===== src/design/cell_balance_discharge_scheduler_defines.svh =====
// Assertion helpers for the discharge scheduler.
`ifndef CELL_BALANCE_DISCHARGE_SCHEDULER_DEFINES_SVH
`define CELL_BALANCE_DISCHARGE_SCHEDULER_DEFINES_SVH

// Same-cycle implication, checked at every clock edge outside reset.
`define CBDS_ASSERT_IMP(lbl, ante, cons, msg) \
  lbl: assert property (@(posedge clk) disable iff (rst) (ante) |-> (cons)) else $error(msg);

// Next-cycle implication.
`define CBDS_ASSERT_NXT(lbl, ante, cons, msg) \
  lbl: assert property (@(posedge clk) disable iff (rst) (ante) |=> (cons)) else $error(msg);

`endif


===== src/design/cbds_pkg.sv =====
package cbds_pkg;

  // request opcodes
  localparam logic [1:0] OP_MODE = 2'd0;
  localparam logic [1:0] OP_VOLT = 2'd1;
  localparam logic [1:0] OP_TICK = 2'd2;

  // poll status codes
  localparam logic [1:0] PS_LIMIT = 2'd1;
  localparam logic [1:0] PS_DISC  = 2'd2;

  // limit event codes
  localparam logic [1:0] LE_NONE  = 2'd0;
  localparam logic [1:0] LE_LIMIT = 2'd1;
  localparam logic [1:0] LE_OK    = 2'd2;

  localparam logic [4:0] FRAME_TICKS = 5'd16;
  localparam logic [7:0] FAULT_LIMIT_RST = 8'd10;
  localparam logic [1:0] LAST_STEP = 2'd3;

  typedef enum logic [1:0] {
    MODE_ACTIVE  = 2'd0,
    MODE_SURV    = 2'd1,
    MODE_STANDBY = 2'd2,
    MODE_OFF     = 2'd3
  } mode_t;

  typedef enum logic [2:0] {
    ST_IDLE,
    ST_WIN,
    ST_LOAD,
    ST_FIRST,
    ST_STEP,
    ST_TICK
  } state_t;

  // shared subtract unit operations
  typedef enum logic [2:0] {
    DU_IDLE,
    DU_WIN,
    DU_LOAD,
    DU_FIRST,
    DU_STEP
  } du_op_t;

  typedef struct packed {
    logic borrow;
    logic zero;
  } du_flags_t;

  typedef struct packed {
    logic volt_we;
    logic cnt_we;
    logic clear_all;
    logic tick;
  } bank_ctl_t;

endpackage


===== src/design/cell_balance_discharge_scheduler.sv =====
// A request that is not an active tick gives its result in the cycle after acceptance.
// An active tick inside a frame passes through the tick state alone; at a frame start the
// shared subtractor runs a window step, then per cell a load, a compare and up to four
// quotient steps, then the tick state. busy is high until the tick state has passed.
// Reset (rst, synchronous): surveillance mode, voltages and counts zero, fault_limit 10.
// Results are strobed by done for one cycle; the receiver cannot stall.
module cell_balance_discharge_scheduler #(
  parameter int CELLS = 12
) (
  input  logic        clk,
  input  logic        rst,
  input  logic        start,
  output logic        busy,
  input  logic [1:0]  op,
  input  logic [1:0]  mode,
  input  logic [3:0]  cell_req,
  input  logic [11:0] voltage,
  input  logic [11:0] win_low,
  input  logic [11:0] win_high,
  input  logic [1:0]  poll_status,
  output logic        done,
  output logic [11:0] load_mask,
  output logic        load_update,
  output logic        led_on,
  output logic [1:0]  limit_event,
  output logic        cable_break,
  output logic        standby_request,
  input  logic        psel,
  input  logic        penable,
  input  logic        pwrite,
  input  logic [2:0]  paddr,
  input  logic [31:0] pwdata,
  output logic [31:0] prdata,
  output logic        pready
);
  import cbds_pkg::*;
  `include "cell_balance_discharge_scheduler_defines.svh"

  localparam int IDX_W = (CELLS > 1) ? $clog2(CELLS) : 1;
  localparam logic [IDX_W-1:0] LAST_CELL = IDX_W'(CELLS - 1);

  state_t      state, state_next;
  mode_t       run_mode, run_mode_next;
  logic [4:0]  frame_count, frame_count_next;
  logic [7:0]  disconnect_count, disconnect_count_next;
  logic        led_level, led_level_next;
  logic [7:0]  fault_limit;
  logic [IDX_W-1:0] idx;
  logic [1:0]  step;
  logic [11:0] lo, hi;
  logic [1:0]  status;

  logic        accept;
  logic        last_cell;
  logic        cell_done;
  logic        done_next;
  logic [11:0] mask_next;
  logic        update_next;
  logic [1:0]  event_next;
  logic        cable_next;
  logic        standby_next;

  du_op_t      du_op;
  du_flags_t   flags;
  logic [4:0]  quo_next;
  bank_ctl_t   bank_ctl;
  logic [11:0] rd_volt;
  logic [CELLS-1:0] bank_mask;
  logic [15:0] mask_wide;
  logic        volt_in_range;

  // poll evaluation
  logic [1:0]  poll_src;
  logic [1:0]  poll_event;
  logic        poll_cable;
  logic [7:0]  poll_count;

  assign accept = start && (state == ST_IDLE);
  assign busy = (state != ST_IDLE);
  assign last_cell = (idx == LAST_CELL);
  assign volt_in_range = ({1'b0, cell_req} < 5'(CELLS));
  assign mask_wide = 16'(bank_mask);

  // configuration port
  assign pready = 1'b1;
  assign prdata = paddr[2] ? 32'd0 : {24'd0, fault_limit};

  cbds_divider u_div (
    .clk      (clk),
    .du_op    (du_op),
    .volt     (rd_volt),
    .lo       (lo),
    .hi       (hi),
    .flags    (flags),
    .quo_next (quo_next)
  );

  cbds_cell_bank #(
    .CELLS (CELLS),
    .IDX_W (IDX_W)
  ) u_bank (
    .clk       (clk),
    .rst       (rst),
    .ctl       (bank_ctl),
    .volt_idx  (cell_req[IDX_W-1:0]),
    .volt_data (voltage),
    .rd_idx    (idx),
    .rd_volt   (rd_volt),
    .cnt_idx   (idx),
    .cnt_data  (quo_next),
    .mask      (bank_mask)
  );

  // cell finished in the recalculation walk
  always_comb begin
    cell_done = 1'b0;
    unique case (state)
      ST_LOAD:  cell_done = flags.borrow;
      ST_FIRST: cell_done = !flags.borrow;
      ST_STEP:  cell_done = (step == LAST_STEP);
      default:  cell_done = 1'b0;
    endcase
  end

  // next state
  always_comb begin
    state_next = state;
    unique case (state)
      ST_IDLE: begin
        if (accept && op == OP_TICK && run_mode == MODE_ACTIVE) begin
          state_next = (frame_count == 5'd0) ? ST_WIN : ST_TICK;
        end
      end
      ST_WIN: begin
        state_next = (flags.zero || flags.borrow) ? ST_TICK : ST_LOAD;
      end
      ST_LOAD: begin
        if (!flags.borrow) begin
          state_next = ST_FIRST;
        end else if (last_cell) begin
          state_next = ST_TICK;
        end
      end
      ST_FIRST: begin
        if (flags.borrow) begin
          state_next = ST_STEP;
        end else begin
          state_next = last_cell ? ST_TICK : ST_LOAD;
        end
      end
      ST_STEP: begin
        if (step == LAST_STEP) begin
          state_next = last_cell ? ST_TICK : ST_LOAD;
        end
      end
      ST_TICK: begin
        state_next = ST_IDLE;
      end
      default: begin
        state_next = ST_IDLE;
      end
    endcase
  end

  // datapath control
  always_comb begin
    du_op = DU_IDLE;
    bank_ctl = '0;
    unique case (state)
      ST_WIN: begin
        du_op = DU_WIN;
        bank_ctl.clear_all = flags.zero;
      end
      ST_LOAD: begin
        du_op = DU_LOAD;
      end
      ST_FIRST: begin
        du_op = DU_FIRST;
        bank_ctl.cnt_we = flags.zero;
      end
      ST_STEP: begin
        du_op = DU_STEP;
        bank_ctl.cnt_we = (step == LAST_STEP);
      end
      ST_TICK: begin
        bank_ctl.tick = 1'b1;
      end
      default: begin
      end
    endcase
    bank_ctl.volt_we = accept && (op == OP_VOLT) && volt_in_range;
  end

  // poll status evaluation
  always_comb begin
    poll_src = (state == ST_TICK) ? status : poll_status;
    poll_event = LE_NONE;
    poll_cable = 1'b0;
    poll_count = disconnect_count;
    if (poll_src == PS_LIMIT) begin
      poll_event = LE_LIMIT;
    end else if (poll_src == PS_DISC) begin
      if (disconnect_count != 8'hFF) begin
        poll_count = disconnect_count + 8'd1;
      end
      poll_cable = (poll_count > fault_limit);
    end else begin
      poll_count = 8'd0;
      poll_event = LE_OK;
    end
  end

  // result and mode state update
  always_comb begin
    done_next = 1'b0;
    mask_next = 12'd0;
    update_next = 1'b0;
    event_next = LE_NONE;
    cable_next = 1'b0;
    standby_next = 1'b0;
    run_mode_next = run_mode;
    frame_count_next = frame_count;
    disconnect_count_next = disconnect_count;
    led_level_next = led_level;
    if (accept) begin
      unique case (op)
        OP_MODE: begin
          run_mode_next = mode_t'(mode);
          done_next = 1'b1;
        end
        OP_TICK: begin
          unique case (run_mode)
            MODE_ACTIVE: begin
            end
            MODE_SURV: begin
              done_next = 1'b1;
              if (frame_count != 5'd0) begin
                frame_count_next = 5'd0;
                led_level_next = 1'b0;
                update_next = 1'b1;
              end
              event_next = poll_event;
              cable_next = poll_cable;
              disconnect_count_next = poll_count;
            end
            MODE_STANDBY: begin
              done_next = 1'b1;
              standby_next = 1'b1;
              run_mode_next = MODE_OFF;
            end
            default: begin
              done_next = 1'b1;
            end
          endcase
        end
        default: begin
          done_next = 1'b1;
        end
      endcase
    end else if (state == ST_TICK) begin
      done_next = 1'b1;
      mask_next = mask_wide[11:0];
      update_next = 1'b1;
      led_level_next = ~led_level;
      frame_count_next = (frame_count == 5'd0) ? (FRAME_TICKS - 5'd1)
                                               : (frame_count - 5'd1);
      event_next = poll_event;
      cable_next = poll_cable;
      disconnect_count_next = poll_count;
    end
  end

  // control registers
  always_ff @(posedge clk) begin
    if (rst) begin
      state <= ST_IDLE;
      run_mode <= MODE_SURV;
      frame_count <= 5'd0;
      disconnect_count <= 8'd0;
      led_level <= 1'b0;
      fault_limit <= FAULT_LIMIT_RST;
      done <= 1'b0;
      idx <= '0;
      step <= 2'd0;
    end else begin
      state <= state_next;
      run_mode <= run_mode_next;
      frame_count <= frame_count_next;
      disconnect_count <= disconnect_count_next;
      led_level <= led_level_next;
      done <= done_next;
      if (psel && penable && pwrite && !paddr[2]) begin
        fault_limit <= pwdata[7:0];
      end
      if (state == ST_WIN) begin
        idx <= '0;
      end else if (cell_done && !last_cell) begin
        idx <= idx + IDX_W'(1);
      end
      if (state == ST_FIRST) begin
        step <= 2'd0;
      end else if (state == ST_STEP) begin
        step <= step + 2'd1;
      end
    end
  end

  // request capture and result registers
  always_ff @(posedge clk) begin
    if (accept) begin
      lo <= win_low;
      hi <= win_high;
      status <= poll_status;
    end
    load_mask <= mask_next;
    load_update <= update_next;
    led_on <= led_level_next;
    limit_event <= event_next;
    cable_break <= cable_next;
    standby_request <= standby_next;
  end

  `CBDS_ASSERT_NXT(a_quick_result, accept && (op != OP_TICK || run_mode != MODE_ACTIVE), done, "non-active request must finish in one cycle")
  `CBDS_ASSERT_NXT(a_tick_result, state == ST_TICK, done && load_update && !busy, "active tick must write the load mask")
  `CBDS_ASSERT_IMP(a_done_idle, done, !busy, "result strobed while busy")
  `CBDS_ASSERT_IMP(a_standby_alone, standby_request, done && !load_update && limit_event == LE_NONE, "standby result carries actions")

endmodule


===== src/design/cbds_divider.sv =====
// Shared subtractor with remainder, quotient and window registers.
// Computes floor(16*x/d) one quotient bit per step.
module cbds_divider (
  input  logic              clk,
  input  cbds_pkg::du_op_t  du_op,
  input  logic [11:0]       volt,
  input  logic [11:0]       lo,
  input  logic [11:0]       hi,
  output cbds_pkg::du_flags_t flags,
  output logic [4:0]        quo_next
);
  import cbds_pkg::*;

  logic [11:0] rem;
  logic [11:0] den;
  logic [4:0]  quo;
  logic [12:0] op_a;
  logic [12:0] op_b;
  logic [13:0] diff;

  // operand select
  always_comb begin
    op_a = {1'b0, rem};
    op_b = {1'b0, den};
    unique case (du_op)
      DU_WIN: begin
        op_a = {1'b0, hi};
        op_b = {1'b0, lo};
      end
      DU_LOAD: begin
        op_a = {1'b0, volt};
        op_b = {1'b0, lo};
      end
      DU_STEP: begin
        op_a = {rem, 1'b0};
      end
      default: begin
      end
    endcase
  end

  assign diff = {1'b0, op_a} - {1'b0, op_b};
  assign flags.borrow = diff[13];
  assign flags.zero = (diff[12:0] == 13'd0);

  // quotient after this step
  always_comb begin
    quo_next = quo;
    if (du_op == DU_FIRST) begin
      quo_next = flags.zero ? FRAME_TICKS : 5'd0;
    end else if (du_op == DU_STEP) begin
      quo_next = {quo[3:0], ~flags.borrow};
    end
  end

  always_ff @(posedge clk) begin
    unique case (du_op)
      DU_WIN: begin
        den <= diff[11:0];
      end
      DU_LOAD: begin
        rem <= diff[11:0];
      end
      DU_FIRST: begin
        quo <= quo_next;
        if (flags.zero) begin
          rem <= 12'd0;
        end
      end
      DU_STEP: begin
        quo <= quo_next;
        rem <= flags.borrow ? op_a[11:0] : diff[11:0];
      end
      default: begin
      end
    endcase
  end

endmodule


===== src/design/cbds_cell_bank.sv =====
// Per-cell voltage and discharge count storage.
module cbds_cell_bank #(
  parameter int CELLS = 12,
  parameter int IDX_W = 4
) (
  input  logic                 clk,
  input  logic                 rst,
  input  cbds_pkg::bank_ctl_t  ctl,
  input  logic [IDX_W-1:0]     volt_idx,
  input  logic [11:0]          volt_data,
  input  logic [IDX_W-1:0]     rd_idx,
  output logic [11:0]          rd_volt,
  input  logic [IDX_W-1:0]     cnt_idx,
  input  logic [4:0]           cnt_data,
  output logic [CELLS-1:0]     mask
);
  import cbds_pkg::*;

  logic [11:0] volts  [CELLS];
  logic [4:0]  counts [CELLS];

  assign rd_volt = volts[rd_idx];

  // a cell discharges while its count is nonzero
  always_comb begin
    for (int i = 0; i < CELLS; i++) begin
      mask[i] = (counts[i] != 5'd0);
    end
  end

  always_ff @(posedge clk) begin
    if (rst) begin
      for (int i = 0; i < CELLS; i++) begin
        volts[i]  <= 12'd0;
        counts[i] <= 5'd0;
      end
    end else begin
      if (ctl.volt_we) begin
        volts[volt_idx] <= volt_data;
      end
      if (ctl.clear_all) begin
        for (int i = 0; i < CELLS; i++) begin
          counts[i] <= 5'd0;
        end
      end else if (ctl.tick) begin
        for (int i = 0; i < CELLS; i++) begin
          if (counts[i] != 5'd0) begin
            counts[i] <= counts[i] - 5'd1;
          end
        end
      end else if (ctl.cnt_we) begin
        counts[cnt_idx] <= cnt_data;
      end
    end
  end

endmodule


===== config.mk =====
export PLATFORM = sky130hd
export DESIGN_NAME = cell_balance_discharge_scheduler
export DESIGN_NICKNAME = d
export VERILOG_FILES = /design/src/design/cbds_pkg.sv /design/src/design/cell_balance_discharge_scheduler.sv /design/src/design/cbds_divider.sv /design/src/design/cbds_cell_bank.sv
export VERILOG_INCLUDE_DIRS = /design/src /design/src/design
export SDC_FILE = /design/constraint.sdc
export NUM_CORES = 1
export LEC_CHECK = 0
export ABC_AREA = 1
export BUFFER_PORTS_ARGS = -buffer_cell sky130_fd_sc_hd__buf_2
export CORE_AREA = 2 2 231 233
export DETAILED_ROUTE_END_ITERATION = 8
export DIE_AREA = 0 0 233 235
export SYNTH_ARGS = -nofsm -noshare
export SYNTH_HDL_FRONTEND = slang
export SYNTH_SLANG_ARGS = --single-unit

===== constraint.sdc =====
create_clock -name clk -period 5.8 [get_ports clk]
set_input_delay 0.87 -clock clk [delete_from_list [all_inputs] [get_ports clk]]
set_output_delay 0.87 -clock clk [all_outputs]
set_load 0.01 [all_outputs]

=== After elaboration in Yosys (flattened, before gate mapping) ===
Memory sizes are Yosys's and may differ from the RTL's. A register that Yosys moved wholly into a read port is not among the register bits.
Index checks and enable logic that the tools add are counted.

* Input bits: 87
* Word-level logic and storage cells: 314
* Memory bits (writable): 204
* Register bits after elaboration: 107
* Memories kept: 2
* Output and inout port bits: 53

{| class="wikitable"
|+ Memories
! memory !! depth !! width !! read ports !! clocked after memory_dff !! wr ports !! RTL line !! source
|-
| u_bank.volts || 12 || 12 || 1 || 1 || 12 || cbds_cell_bank.sv:19 || <nowiki>logic [11:0] volts [CELLS];</nowiki>
|-
| u_bank.counts || 12 || 5 || 12 || 0 || 12 || cbds_cell_bank.sv:20 || <nowiki>logic [4:0] counts [CELLS];</nowiki>
|}

* Add/subtract/negate cells: 17
* Mux-type cells: 171
* Eq/ne operators: 26
* Reductions and logical operators: 48
* Magnitude comparators: 2
* Bitwise operators: 27

{| class="wikitable"
|+ Operator list
! cell !! count
|-
| $mux W5 || 34
|-
| $mux W1 || 96
|-
| $mux W8 || 10
|-
| $reduce_bool A5 Y1 || 13
|-
| $sub A5 B1 Y5 const B || 13
|-
| $mux W12 || 4
|-
| $pmux W13 S3 || 1
|-
| $pmux W12 S3 || 1
|-
| $mux W3 || 8
|-
| $or A1 B1 Y1 || 24
|-
| $mux W2 || 8
|-
| $mux W4 || 4
|-
| $pmux W3 S5 || 1
|-
| $sub A13 B12 Y14 || 1
|-
| $logic_not A13 Y1 || 1
|-
| $eq A3 B2 Y1 const B || 4
|-
| $pmux W3 S4 || 1
|-
| $reduce_or A12 Y1 || 1
|-
| $ne A2 B1 Y1 const B || 5
|-
| $reduce_or A2 Y1 || 5
|-
| $eq A3 B3 Y1 const B || 3
|-
| $logic_and A1 B1 Y1 || 9
|-
| $reduce_and A3 Y1 || 3
|-
| $add A8 B1 Y8 const B || 1
|-
| other kinds (25) || 40
|}

=== Depth between registers and ports, before layout ===
Gate-level depths: netlist (run 1).

* Word-level depth: 15
* Gate-level depth with buffers: 26
* Depth with buffers taken out: 26

=== Modules after synthesis ===
A second synthesis (run 1) with hierarchy kept.

* Cells, all modules: 2,148
* Area total of the unflattened synthesis: 18,889.4 um^2

{| class="wikitable"
|+ Modules (own cells, without submodules)
! module !! cells an instance !! instances !! area an instance (um^2)
|-
| cbds_cell_bank || 1,365 || 1 || 12,702.2
|-
| cell_balance_discharge_scheduler || 444 || 1 || 3,651.0
|-
| cbds_divider || 339 || 1 || 2,536.2
|}

=== Worst setup path after synthesis (run 1) ===
Ideal clock, no wire load.

* Path type: reg-to-reg
* From: reg (tool-made name)
* To: reg u_div.rem[0], enable pin
* Setup slack: 1,652 ps
* Library setup time: 385 ps
* Required time: 5,415 ps
* Path buffers: 3
* Arrival: 3,764 ps
* Cell stages (with the launch flop): 23
* Period minus slack after synthesis: 4,148 ps
* Cells stage by stage: dfxtp_1 clkbuf_1 buf_2 buf_2 mux2i_1 nand2_1 nand3_1 o211ai_1 nand3_1 nand2_1 a21oi_1 ha_1 inv_1 fa_1 nand3_1 nand3_1 nand2_1 nand2_1 xnor2_4 nand3_1 nor2_1 a21oi_1 a21oi_1

{| class="wikitable"
|+ RTL lines
! element !! RTL line !! source
|-
| end signal: assignment || cbds_divider.sv:62 || <nowiki>rem <= diff[11:0];</nowiki>
|-
| end signal: assignment || cbds_divider.sv:72 || <nowiki>rem <= flags.borrow ? op_a[11:0] : diff[11:0];</nowiki>
|-
| end: declaration || cbds_divider.sv:14 || <nowiki>logic [11:0] rem;</nowiki>
|}

==> flow_metrics.env, run 1 <==
export IMPL_die_area_um2=54760
export IMPL_grt_pass1_vias=13050
export IMPL_fmax_ghz=0.2082
export IMPL_core_um2=52240
export IMPL_fp_row_count=84
export IMPL_fillCellCount=5091
export IMPL_die_width_um=233
export IMPL_layout_common_cells="edfxtp_1, nand2_1, nor2_1"
export IMPL_cts_max_level=2
export IMPL_path_clk_slew_ps=50
export IMPL_dr_pass1_iters=6
export IMPL_tightestPinTransition_ps=753.7
export IMPL_cts_tree="yes"
export IMPL_antenna_found_initial=4
export IMPL_crit_path_start="state[1]"
export IMPL_netlist_area_um2=18190
export IMPL_drc=0
export IMPL_synthesis_instances=1943
export IMPL_io_pins=140
export IMPL_required_ps=6040
export IMPL_r2r_start="state[1]"
export IMPL_mostFrequentLayoutCell="edfxtp_1"
export IMPL_gr_usage_all_layers_pct=16.24
export IMPL_period_share_pct=82.81
export IMPL_r2r_cells=20
export IMPL_worstPathArrival_ps=5040
export IMPL_yosys_warnings=0
export IMPL_power_mw=5.691
export IMPL_fin_crit_ps=4803
export IMPL_hold_ws_ps=443.6
export IMPL_vias=13570
export IMPL_cp_endpoint="u_bank.counts[1][4]"
export IMPL_power_density_nw_per_um2=274.9
export IMPL_timing_final_hold_violations=0
export IMPL_setup_viol=0
export IMPL_post_cts_resized=0
export IMPL_dpl_hpwl_mm=30.10
export IMPL_critPathKind="flop to flop"
export IMPL_max_slew_margin_pct=49.68
export IMPL_synth_seq_cells=363
export IMPL_grt_pass1_wl_mm=70.28
export IMPL_irDropWorstVdd_mv=0.1717
export IMPL_start_util_pct=34.83
export IMPL_die_h_um=235
export IMPL_avgSynthCellArea_um2=9.364
export IMPL_area_growth_pct=13.78
export IMPL_p_leak_nw=8.694
export IMPL_synth_distinct_cells=54
export IMPL_cts_hold_buf=0
export IMPL_min_path_type="flop to flop"
export IMPL_seq_area_frac_synth_pct=56.83
export IMPL_cp_max_fo=16
export IMPL_synth_edf_count=307
export IMPL_postCtsSetupRepairBufs=0
export IMPL_grt_max_degree=77
export IMPL_ant_nets=0
export IMPL_num_antenna_cells=0
export IMPL_async_flop_share_pct=0
export IMPL_fin_skew_ps=19.77
export IMPL_clock_root_buffer="clkbuf_16"
export IMPL_setup_tns_ps=0
export IMPL_critPathLaunchType="flop"
export IMPL_clock_sinks=363
export IMPL_drive_above_1_share_pct=10.45
export IMPL_worstSetupEndpointType="flop"
export IMPL_port_buffers=88
export IMPL_gp_congestion=0.8501
export IMPL_clk_latency_ps=560
export IMPL_wire_per_inst_um=16.03
export IMPL_final_max_slew_viol_count=0
export IMPL_routed_wl_mm=44.48
export IMPL_drtIter0Drc=1067
export IMPL_rsz0062_at_grt="false"
export IMPL_status="completed"
export IMPL_nets=2186
export IMPL_synth_ff_type="edfxtp_1"
export IMPL_maxCapViolCount=0
export IMPL_reg2reg_to="u_bank.counts[1][4]"
export IMPL_clockBufferDepth=3
export IMPL_numCtsBuffers=42
export IMPL_drt_vias_per_instance=4.893
export IMPL_grt_overflow_total=0
export IMPL_r2r_setup_slack_ps=1000
-- metrics by stage --
stage | instances | area, µm² | util [%] | worst slack, ps
finish | 2774 | 20700 | 39.63 | 996.9
global route | 2774 | 20700 | 39.63 | 736.1
CTS | 2774 | 20700 | 39.63 | 1072
detailed placement | 2701 | 19430 | 37.19 | 1098
global placement | 2701 | 19430 | 37.19 | 1189
floorplan | 2014 | 18460 | - | 1652
-- Yosys cell counts, types with 3 or more instances --
| library cell | n | area share, % |
|---|---|---|
| edfxtp_1 | 307 | 51 |
| mux2i_1 | 35 | 1.9 |
| mux2_2 | 4 | 0.25 |
| a221oi_1 | 7 | 0.34 |
| nand4_1 | 44 | 1.5 |
| ha_1 | 41 | 2.8 |
| dfxtp_1 | 56 | 6.2 |
| buf_2 | 24 | 0.66 |
| nand3_2 | 3 | 0.17 |
| buf_1 | 8 | 0.17 |
| xor2_1 | 18 | 0.87 |
| xnor2_1 | 5 | 0.24 |
| nor2_1 | 271 | 5.6 |
| nand2_1 | 280 | 5.8 |
| a31oi_1 | 3 | 0.10 |
| or2_2 | 7 | 0.24 |
| o21ai_0 | 131 | 3.6 |
| buf_4 | 25 | 1.0 |
| inv_1 | 267 | 5.5 |
| a21oi_1 | 110 | 3.0 |
| buf_6 | 3 | 0.19 |
| nand2_2 | 9 | 0.31 |
| o22ai_1 | 4 | 0.14 |
| nand3_1 | 142 | 3.9 |
| o211ai_1 | 28 | 1.2 |
| nor2_2 | 3 | 0.10 |
| clkbuf_1 | 56 | 1.2 |
| inv_2 | 5 | 0.10 |
| nor2_4 | 5 | 0.31 |
| nor3_1 | 10 | 0.28 |
-- how the worst min path moves through the flow --
| stage | slack, ps | depth (start not counted) | endpoint | from |
|---|---|---|---|---|
| global placement | 430 | 1 | frame_count[0] | frame_count[0] |
| CTS | 440 | 1 | frame_count[0] | frame_count[0] |
| floorplan | 420 | 1 | frame_count[0] | frame_count[0] |
| detailed placement | 440 | 1 | frame_count[0] | frame_count[0] |
| global route | 460 | 1 | frame_count[0] | frame_count[0] |
| finish | 440 | 1 | frame_count[0] | frame_count[0] |
-- registers in the layout, indices dropped and copies added, names as in the netlist, named ones only --
signal            flops
limit_event           2
fault_limit           8
standby_request       1
led_level             1
step                  2
load_mask            12
idx                   4
u_bank.counts        60
lo                   12
run_mode              2
state                 3
u_div.den            12
hi                   12
frame_count           5
cable_break           1
done                  1
load_update           1
u_bank.volts        192
u_div.rem            12
led_on                1
disconnect_count      8
u_div.quo             5
status                2
-- critical path: stages (launching register included) --
cell	delay (ps)
dfxtp_1	460
nor2_1	90
nand2_1	380
inv_2	250
nor2_1	150
buf_4	200
clkinv_1	280
a41oi_1	530
fa_1	550
inv_1	110
nand2_1	70
nor2_1	100
nand3_1	150
nor2_2	130
nand2_2	60
nor2_2	170
nand3_1	170
nand2_1	90
buf_4	230
a21oi_1	70
nand2_1	230
-- area by class of cell --
cell class,instances,area (µm²),area share [%]
flip-flops and latches,363,10340,49.97
multi-input cells,1262,6530,31.54
clock buffers,61,1184,5.718
inverters,273,1025,4.950
well taps,688,860.8,4.158
repair buffers,115,668.1,3.228
clock inverters,12,90.09,0.4352
-- per-layer routing --
metal / track usage (%) / up-vias / wire length [µm]
li1: - / 6687 / -
met1: 21.48 / 6424 / 19470
met2: 26.55 / 372 / 21040
met3: 3.155 / 82 / 2707
met4: 5.482 / 8 / 1205
met5: 0 / - / 52
-- cells by family after synthesis --
group | synth area share [%]
compound gates | 9.236
xor+xnor | 1.259
fa+ha+maj | 2.930
buf+inv | 8.830
flops | 56.83
mux | 2.173
other cells | 0.04128
simple gates | 18.70
-- report_power, final --
| part | internal [mW] | switching, mW |
|---|---|---|
| clock | 1.45 | 1.04 |
| sequential | 2.92 | 0.0289 |
| combinational | 0.0686 | 0.181 |
No activity file was read; power rests on OpenSTA's default activity.
==> run 2: changes to the inputs <==
--- a/config.mk
+++ b/config.mk
@@ -6,11 +6,11 @@
 export SDC_FILE = /design/constraint.sdc
 export NUM_CORES = 1
 export LEC_CHECK = 0
-export ABC_AREA = 1
+export ABC_AREA = 0
 export BUFFER_PORTS_ARGS = -buffer_cell sky130_fd_sc_hd__buf_2
-export CORE_AREA = 2 2 231 233
+export CORE_AREA = 2 2 229 231
 export DETAILED_ROUTE_END_ITERATION = 8
-export DIE_AREA = 0 0 233 235
+export DIE_AREA = 0 0 231 233
 export SYNTH_ARGS = -nofsm -noshare
 export SYNTH_HDL_FRONTEND = slang
 export SYNTH_SLANG_ARGS = --single-unit
==> constraint.sdc (replaced) <==
create_clock -name clk -period 4.65 [get_ports clk]
set_input_delay 0.6975 -clock clk [delete_from_list [all_inputs] [get_ports clk]]
set_output_delay 0.6975 -clock clk [all_outputs]
set_load 0.01 [all_outputs]
==> flow_metrics.env, run 2 <==
export IMPL_start_util_pct=34.81
export IMPL_routed_wl_mm=43.27
export IMPL_min_path_type="primary input to flop"
export IMPL_hold_depth=1
export IMPL_grt_overflow_total=0
export IMPL_synth_common_cells="edfxtp_1, and2_1, nor2_1"
export IMPL_mostFrequentLayoutCell="edfxtp_1"
export IMPL_synth_top_area_share_pct=51.67
export IMPL_violations="negative setup slack"
export IMPL_fin_area_um2=21910
export IMPL_die_width_um=231
export IMPL_gp_congestion=0.8516
export IMPL_io_pins=140
export IMPL_dpl_hpwl_mm=29.64
export IMPL_die_h_um=233
export IMPL_drt_vias_per_instance=5.076
export IMPL_fin_util_pct=42.89
export IMPL_grtUsageMet2_pct=28.60
export IMPL_clk_latency_ps=560
export IMPL_path_clk_slew_ps=60
export IMPL_required_ps=4910
export IMPL_synthesis_instances=1411
export IMPL_clock_root_buffer="clkbuf_16"
export IMPL_grt_pass1_vias=12100
export IMPL_cp_max_fo=5
export IMPL_yosysMostFrequentCell="edfxtp_1"
export IMPL_drtIter0Drc=1037
export IMPL_core_um2=51090
export IMPL_rsz0062_at_grt="true"
export IMPL_dr_pass1_iters=5
export IMPL_r2r_cells=21
export IMPL_worstPathArrival_ps=5250
export IMPL_met3_usage_pct=2.623
export IMPL_clock_sinks=362
export IMPL_layout_common_cells="edfxtp_1, and2_1, buf_4"
export IMPL_top_usage_layer="met2"
export IMPL_hold_ws_ps=308.0
export IMPL_yosys_warnings=0
export IMPL_timing_final_hold_violations=0
export IMPL_cts_max_level=2
export IMPL_async_flop_share_pct=0
export IMPL_status="complete, but fails checks"
export IMPL_fmax_ghz=0.2002
export IMPL_drive_above_1_share_pct=26.00
export IMPL_netlist_area_um2=17780
export IMPL_irDropWorstVdd_mv=0.2301
export IMPL_port_buffers=88
export IMPL_synth_seq_cells=362
export IMPL_dpl_cell_count=2263
export IMPL_max_slew_margin_pct=26.96
export IMPL_num_antenna_cells=0
export IMPL_fillCellCount=4760
export IMPL_p_leak_nw=8.179
export IMPL_setup_viol=121
export IMPL_vias=11950
export IMPL_largest_reg_flops=192
export IMPL_synth_edf_count=306
export IMPL_drc=0
export IMPL_synth_distinct_cells=72
export IMPL_clockBufferDepth=3
export IMPL_use_met1_pct=20.76
export IMPL_worstSetupEndpointType="flop"
export IMPL_seq_area_frac_synth_pct=57.98
export IMPL_area_growth_pct=23.23
export IMPL_largestRegisters="u_bank.volts x192, u_bank.counts x60"
export IMPL_nets=1771
export IMPL_numCtsBuffers=42
export IMPL_ant_nets=0
export IMPL_period_share_pct=107.4
export IMPL_maxCapViolCount=0
export IMPL_avgSynthCellArea_um2=12.60
export IMPL_synth_ff_type="edfxtp_1"
export IMPL_finalNonFillerCells=2353
export IMPL_fin_crit_ps=4994
export IMPL_dpl_cell_area_um2=20020
export IMPL_fin_skew_ps=25.28
export IMPL_final_max_slew_viol_count=0
export IMPL_critPathKind="flop to flop"
export IMPL_synth_area_leaders="edfxtp_1, mux4_2, dfxtp_1"
export IMPL_setup_ws_ps=-344.3
export IMPL_power_mw=7.244
export IMPL_critPathLaunchType="flop"
export IMPL_die_area_um2=53820
export IMPL_grt_pass1_wl_mm=68.19
export IMPL_tightestPinTransition_ps=1096
export IMPL_gr_usage_all_layers_pct=16.28
export IMPL_yosysTopAreaCell="edfxtp_1"
export IMPL_power_density_nw_per_um2=330.6
export IMPL_wire_per_inst_um=18.39
export IMPL_cts_tree="yes"
export IMPL_grt_max_degree=52
export IMPL_largest_register="u_bank.volts"
export IMPL_fp_row_count=83
export IMPL_antenna_found_initial=1
==> run 2: cell types whose count changed in the layout (fill, tap and decap cells not counted), sizes merged, moves of 102 or more <==
cell,delta
and2,+146
buf,+102
inv,-202
nand2,-220
nand3,-126
nor2,-177
==> run 2: worst paths after layout <==
path | start | endpoint | slack (ps)
max | flop | u_bank.counts[5][3] | -340
min | win_low[8] | lo[8] | 310
max reg2reg | flop | u_bank.counts[5][3] | -340
min reg2reg | disconnect_count[6] | disconnect_count[6] | 460
==> run 2: cell families (layout without fill, tap and decap cells) <==
group                      Yosys count  after routing  share of synthesized area (%)
AOI/OAI and AO/OA                  263            263                          10.52
adders and majority gates           42             42                          2.997
DFF                                362            362                          57.98
and+or+nand+nor                    449            449                          13.33
other                                2             73                        0.04223
muxes                               86             86                          9.090
xor gates and xnor gates            35             35                          1.724
buffers and inverters              172            363                          4.327
==> run 2: per-stage QoR <==
step	TNS (ps)	setup WS [ps]
global placement	-28620	-319.9
global route	-51140	-504.0
detailed placement	-33070	-363.9
floorplan	-4525	-113.7
CTS	-26800	-315.8
finish	-33110	-344.3
==> run 2: power breakdown <==
| part | switching, mW | internal [mW] |
|---|---|---|
| clock | 1.33 | 1.92 |
| combinational | 0.193 | 0.122 |
| sequential | 0.0414 | 3.63 |
| total | 1.57 | 5.68 |
==> run 2: final cells by class <==
cell class / count / area, µm² / share of cell area [%]
Tap cell: 680 / 850.8 / 3.882
Inverter: 70 / 262.8 / 1.199
Timing Repair Buffer: 218 / 1655 / 7.554
Clock buffer: 56 / 1197 / 5.464
Multi-Input combinational cell: 948 / 7468 / 34.08
Clock inverter: 19 / 165.2 / 0.7536
Sequential cell: 362 / 10310 / 47.07
==> run 2: worst max-delay path, stage by stage, from the launching register on <==
cell       delay (ps)
dfxtp_4           400
buf_12            140
mux4_2            550
mux4_2            530
o22ai_2           130
o21ai_2           100
o31ai_4            70
ha_2              230
inv_2              40
fa_2              380
a211o_1           350
buf_6             130
a21o_1            180
a21oi_2           180
xnor2_2           150
nand4bb_4         210
nor4_4             40
buf_4             160
a21oi_4           320
buf_12            170
buf_4             130
o32ai_2            90
==> run 2: per-layer routing <==
layer  vias to the layer above  wire length (µm)
met4                         0               844
met5                         -                 0
li1                       5654                 -
met2                       267             21990
met3                        59              1945
met1                      5965             18490
==> run 2: what timing repair did <==
| action | 4_1_cts | 5_1_grt |
|---|---|---|
| hold buffers | 0 | 0 |
| cloned | 2 | 1 |
| gates resized for setup | 38 | 28 |
| setup buffers | 13 | 1 |
| setup endpoints to repair | 126 | 136 |
| pin swaps | 5 | 18 |
==> run 3: changes to the inputs <==
--- a/config.mk
+++ b/config.mk
@@ -9,6 +9,8 @@
 export ABC_AREA = 0
 export BUFFER_PORTS_ARGS = -buffer_cell sky130_fd_sc_hd__buf_2
 export CORE_AREA = 2 2 229 231
+export CTS_BUF_LIST = sky130_fd_sc_hd__clkbuf_4 sky130_fd_sc_hd__clkbuf_8 sky130_fd_sc_hd__clkbuf_16
+export CTS_CLUSTER_DIAMETER = 30
 export DETAILED_ROUTE_END_ITERATION = 8
 export DIE_AREA = 0 0 231 233
 export SYNTH_ARGS = -nofsm -noshare
==> flow_metrics.env, run 3 (same netlist as run 2, synthesis figures left out) <==
export IMPL_status="complete, but fails checks"
export IMPL_violations="negative setup slack"
export IMPL_drc=0
export IMPL_largestRegisters="u_bank.volts x192, u_bank.counts x60"
export IMPL_critPathKind="flop to flop"
export IMPL_ant_nets=0
export IMPL_cts_max_level=3
export IMPL_area_growth_pct=33.28
export IMPL_final_max_slew_viol_count=0
export IMPL_drt_vias_per_instance=5.050
export IMPL_use_met1_pct=20.70
export IMPL_power_density_nw_per_um2=426.3
export IMPL_grt_pass1_vias=12630
export IMPL_critPathLaunchType="flop"
export IMPL_r2r_setup_slack_ps=-320
export IMPL_worstPathCellList="buf_12, mux4_2, mux4_2, o22ai_2, o21ai_2, o31ai_4, ha_2, inv_2, fa_2, a211o_1, buf_6, a21o_1, a21oi_2, xnor2_2, nand4bb_4, buf_4, nor2_1, a31oi_2, buf_12, o211ai_1, buf_4"
export IMPL_max_slew_margin_pct=23.98
export IMPL_dr_pass1_iters=7
export IMPL_timing_final_hold_violations=0
export IMPL_gp_congestion=0.8516
export IMPL_top_usage_layer="met2"
export IMPL_fmax_ghz=0.2012
export IMPL_core_um2=51090
export IMPL_start_util_pct=34.81
export IMPL_fp_row_count=83
export IMPL_antenna_found_initial=1
export IMPL_nets=1824
export IMPL_fin_skew_ps=41.99
export IMPL_cp_max_fo=12
export IMPL_clk_latency_ps=630
export IMPL_slowest_stage="mux4_2"
export IMPL_critPathMaxStageDelay_ps=550
export IMPL_fin_area_um2=23700
export IMPL_layout_common_cells="edfxtp_1, and2_1, buf_4"
export IMPL_fin_crit_ps=4970
export IMPL_clockBufferDepth=3
export IMPL_grt_overflow_total=0
export IMPL_setup_ws_ps=-319.5
export IMPL_min_path_type="primary input to flop"
export IMPL_rsz0062_at_grt="true"
export IMPL_die_h_um=233
export IMPL_port_buffers=88
export IMPL_fin_util_pct=46.39
export IMPL_largest_reg_flops=192
export IMPL_dpl_cell_count=2263
export IMPL_hold_ws_ps=244.4
export IMPL_worstSetupEndpointType="flop"
export IMPL_cts_tree="yes"
export IMPL_grt_max_degree=52
export IMPL_p_leak_nw=9.035
export IMPL_clock_sinks=362
export IMPL_mostFrequentLayoutCell="edfxtp_1"
export IMPL_fillCellCount=4578
export IMPL_maxCapViolCount=0
export IMPL_die_width_um=231
export IMPL_required_ps=4970
export IMPL_worstPathArrival_ps=5290
export IMPL_finalNonFillerCells=2451
export IMPL_vias=12380
export IMPL_cts_hold_buf=0
export IMPL_period_share_pct=106.9
export IMPL_pre_cts_ws_ps=-363.9
export IMPL_dpl_hpwl_mm=29.64
export IMPL_path_clk_slew_ps=50
export IMPL_routed_wl_mm=44.35
export IMPL_grtUsageMet2_pct=28.69
export IMPL_wire_per_inst_um=18.10
export IMPL_grt_pass1_wl_mm=69.99
export IMPL_numCtsBuffers=91
export IMPL_met3_usage_pct=4.007
export IMPL_setup_viol=121
export IMPL_clock_root_buffer="clkbuf_16"
export IMPL_drtIter0Drc=934
export IMPL_io_pins=140
export IMPL_die_area_um2=53820
export IMPL_gr_usage_all_layers_pct=16.80
export IMPL_dpl_cell_area_um2=20020
export IMPL_largest_register="u_bank.volts"
export IMPL_irDropWorstVdd_mv=0.2432
export IMPL_tightestPinTransition_ps=1140
export IMPL_drive_above_1_share_pct=30.73
-- run 3: cell types whose count changed in the layout (fill, tap and decap cells not counted), sizes merged --
cell / delta
clkbuf: +52
bufinv: +5
buf: +4
clkinv: +28
diode: +1
inv: +4
clkinvlp: +4
-- run 3: layout make-up --
| cell class | instances | area (µm²) | area share (%) |
|---|---|---|---|
| Sequential cell | 362 | 10310 | 43.52 |
| Multi-Input combinational cell | 948 | 7555 | 31.87 |
| Clock buffer | 108 | 2454 | 10.35 |
| Timing Repair Buffer | 222 | 1673 | 7.058 |
| Tap cell | 680 | 850.8 | 3.590 |
| Clock inverter | 60 | 589.3 | 2.486 |
| Inverter | 70 | 262.8 | 1.109 |
| Antenna cell | 1 | 2.502 | 0.01056 |
-- run 3: path summary, 6_finish.rpt --
kind,startpoint,to,depth (start not counted)
worst max-delay path,flop,u_bank.counts[4][0],21
worst min-delay path,win_high[2],hi[2],1
worst max register to register,flop,u_bank.counts[4][0],21
worst min register to register,fault_limit[7],fault_limit[7],2
-- run 3: per-layer routing --
layer / vias up / part of all wire, %
met3: 87 / 5.8
met1: 6124 / 42
met2: 352 / 50
met4: 0 / 2.3
met5: - / 0
li1: 5815 / -
-- run 3: per-stage QoR --
| step | setup TNS (ps) | total power [mW] |
|---|---|---|
| after global routing | -48140 | 10.44 |
| after floorplan | -4525 | 3.925 |
| after global placement | -28620 | 4.033 |
| after CTS | -24370 | 10.21 |
| after detailed placement | -33070 | 4.044 |
| final | -29230 | 10.10 |
-- run 3: repair_timing --
item,4_1_cts,5_1_grt
pin swaps,3,32
setup endpoints to repair,130,152
resized for setup,43,40
gates cloned,1,1
setup buffers,9,9
-- run 3: critical path, delay by kind of cell, from the launching register on --
family,cells,cell delay (ps)
flip-flops,1,390
AO/OA/AOI/OAI,8,1240
XOR/XNOR,1,110
multiplexers,2,1090
adder cells (fa/ha/maj),2,610
AND/OR/NAND/NOR,2,370
buffers and inverters,6,860
-- run 3: where the power goes --
part	internal (mW)	switching, mW	leakage (nW)
Sequential	3.64	0.0416	3.53
Combinational	0.124	0.196	4.00
Clock	4.14	1.95	1.50
Total	7.91	2.19	9.03
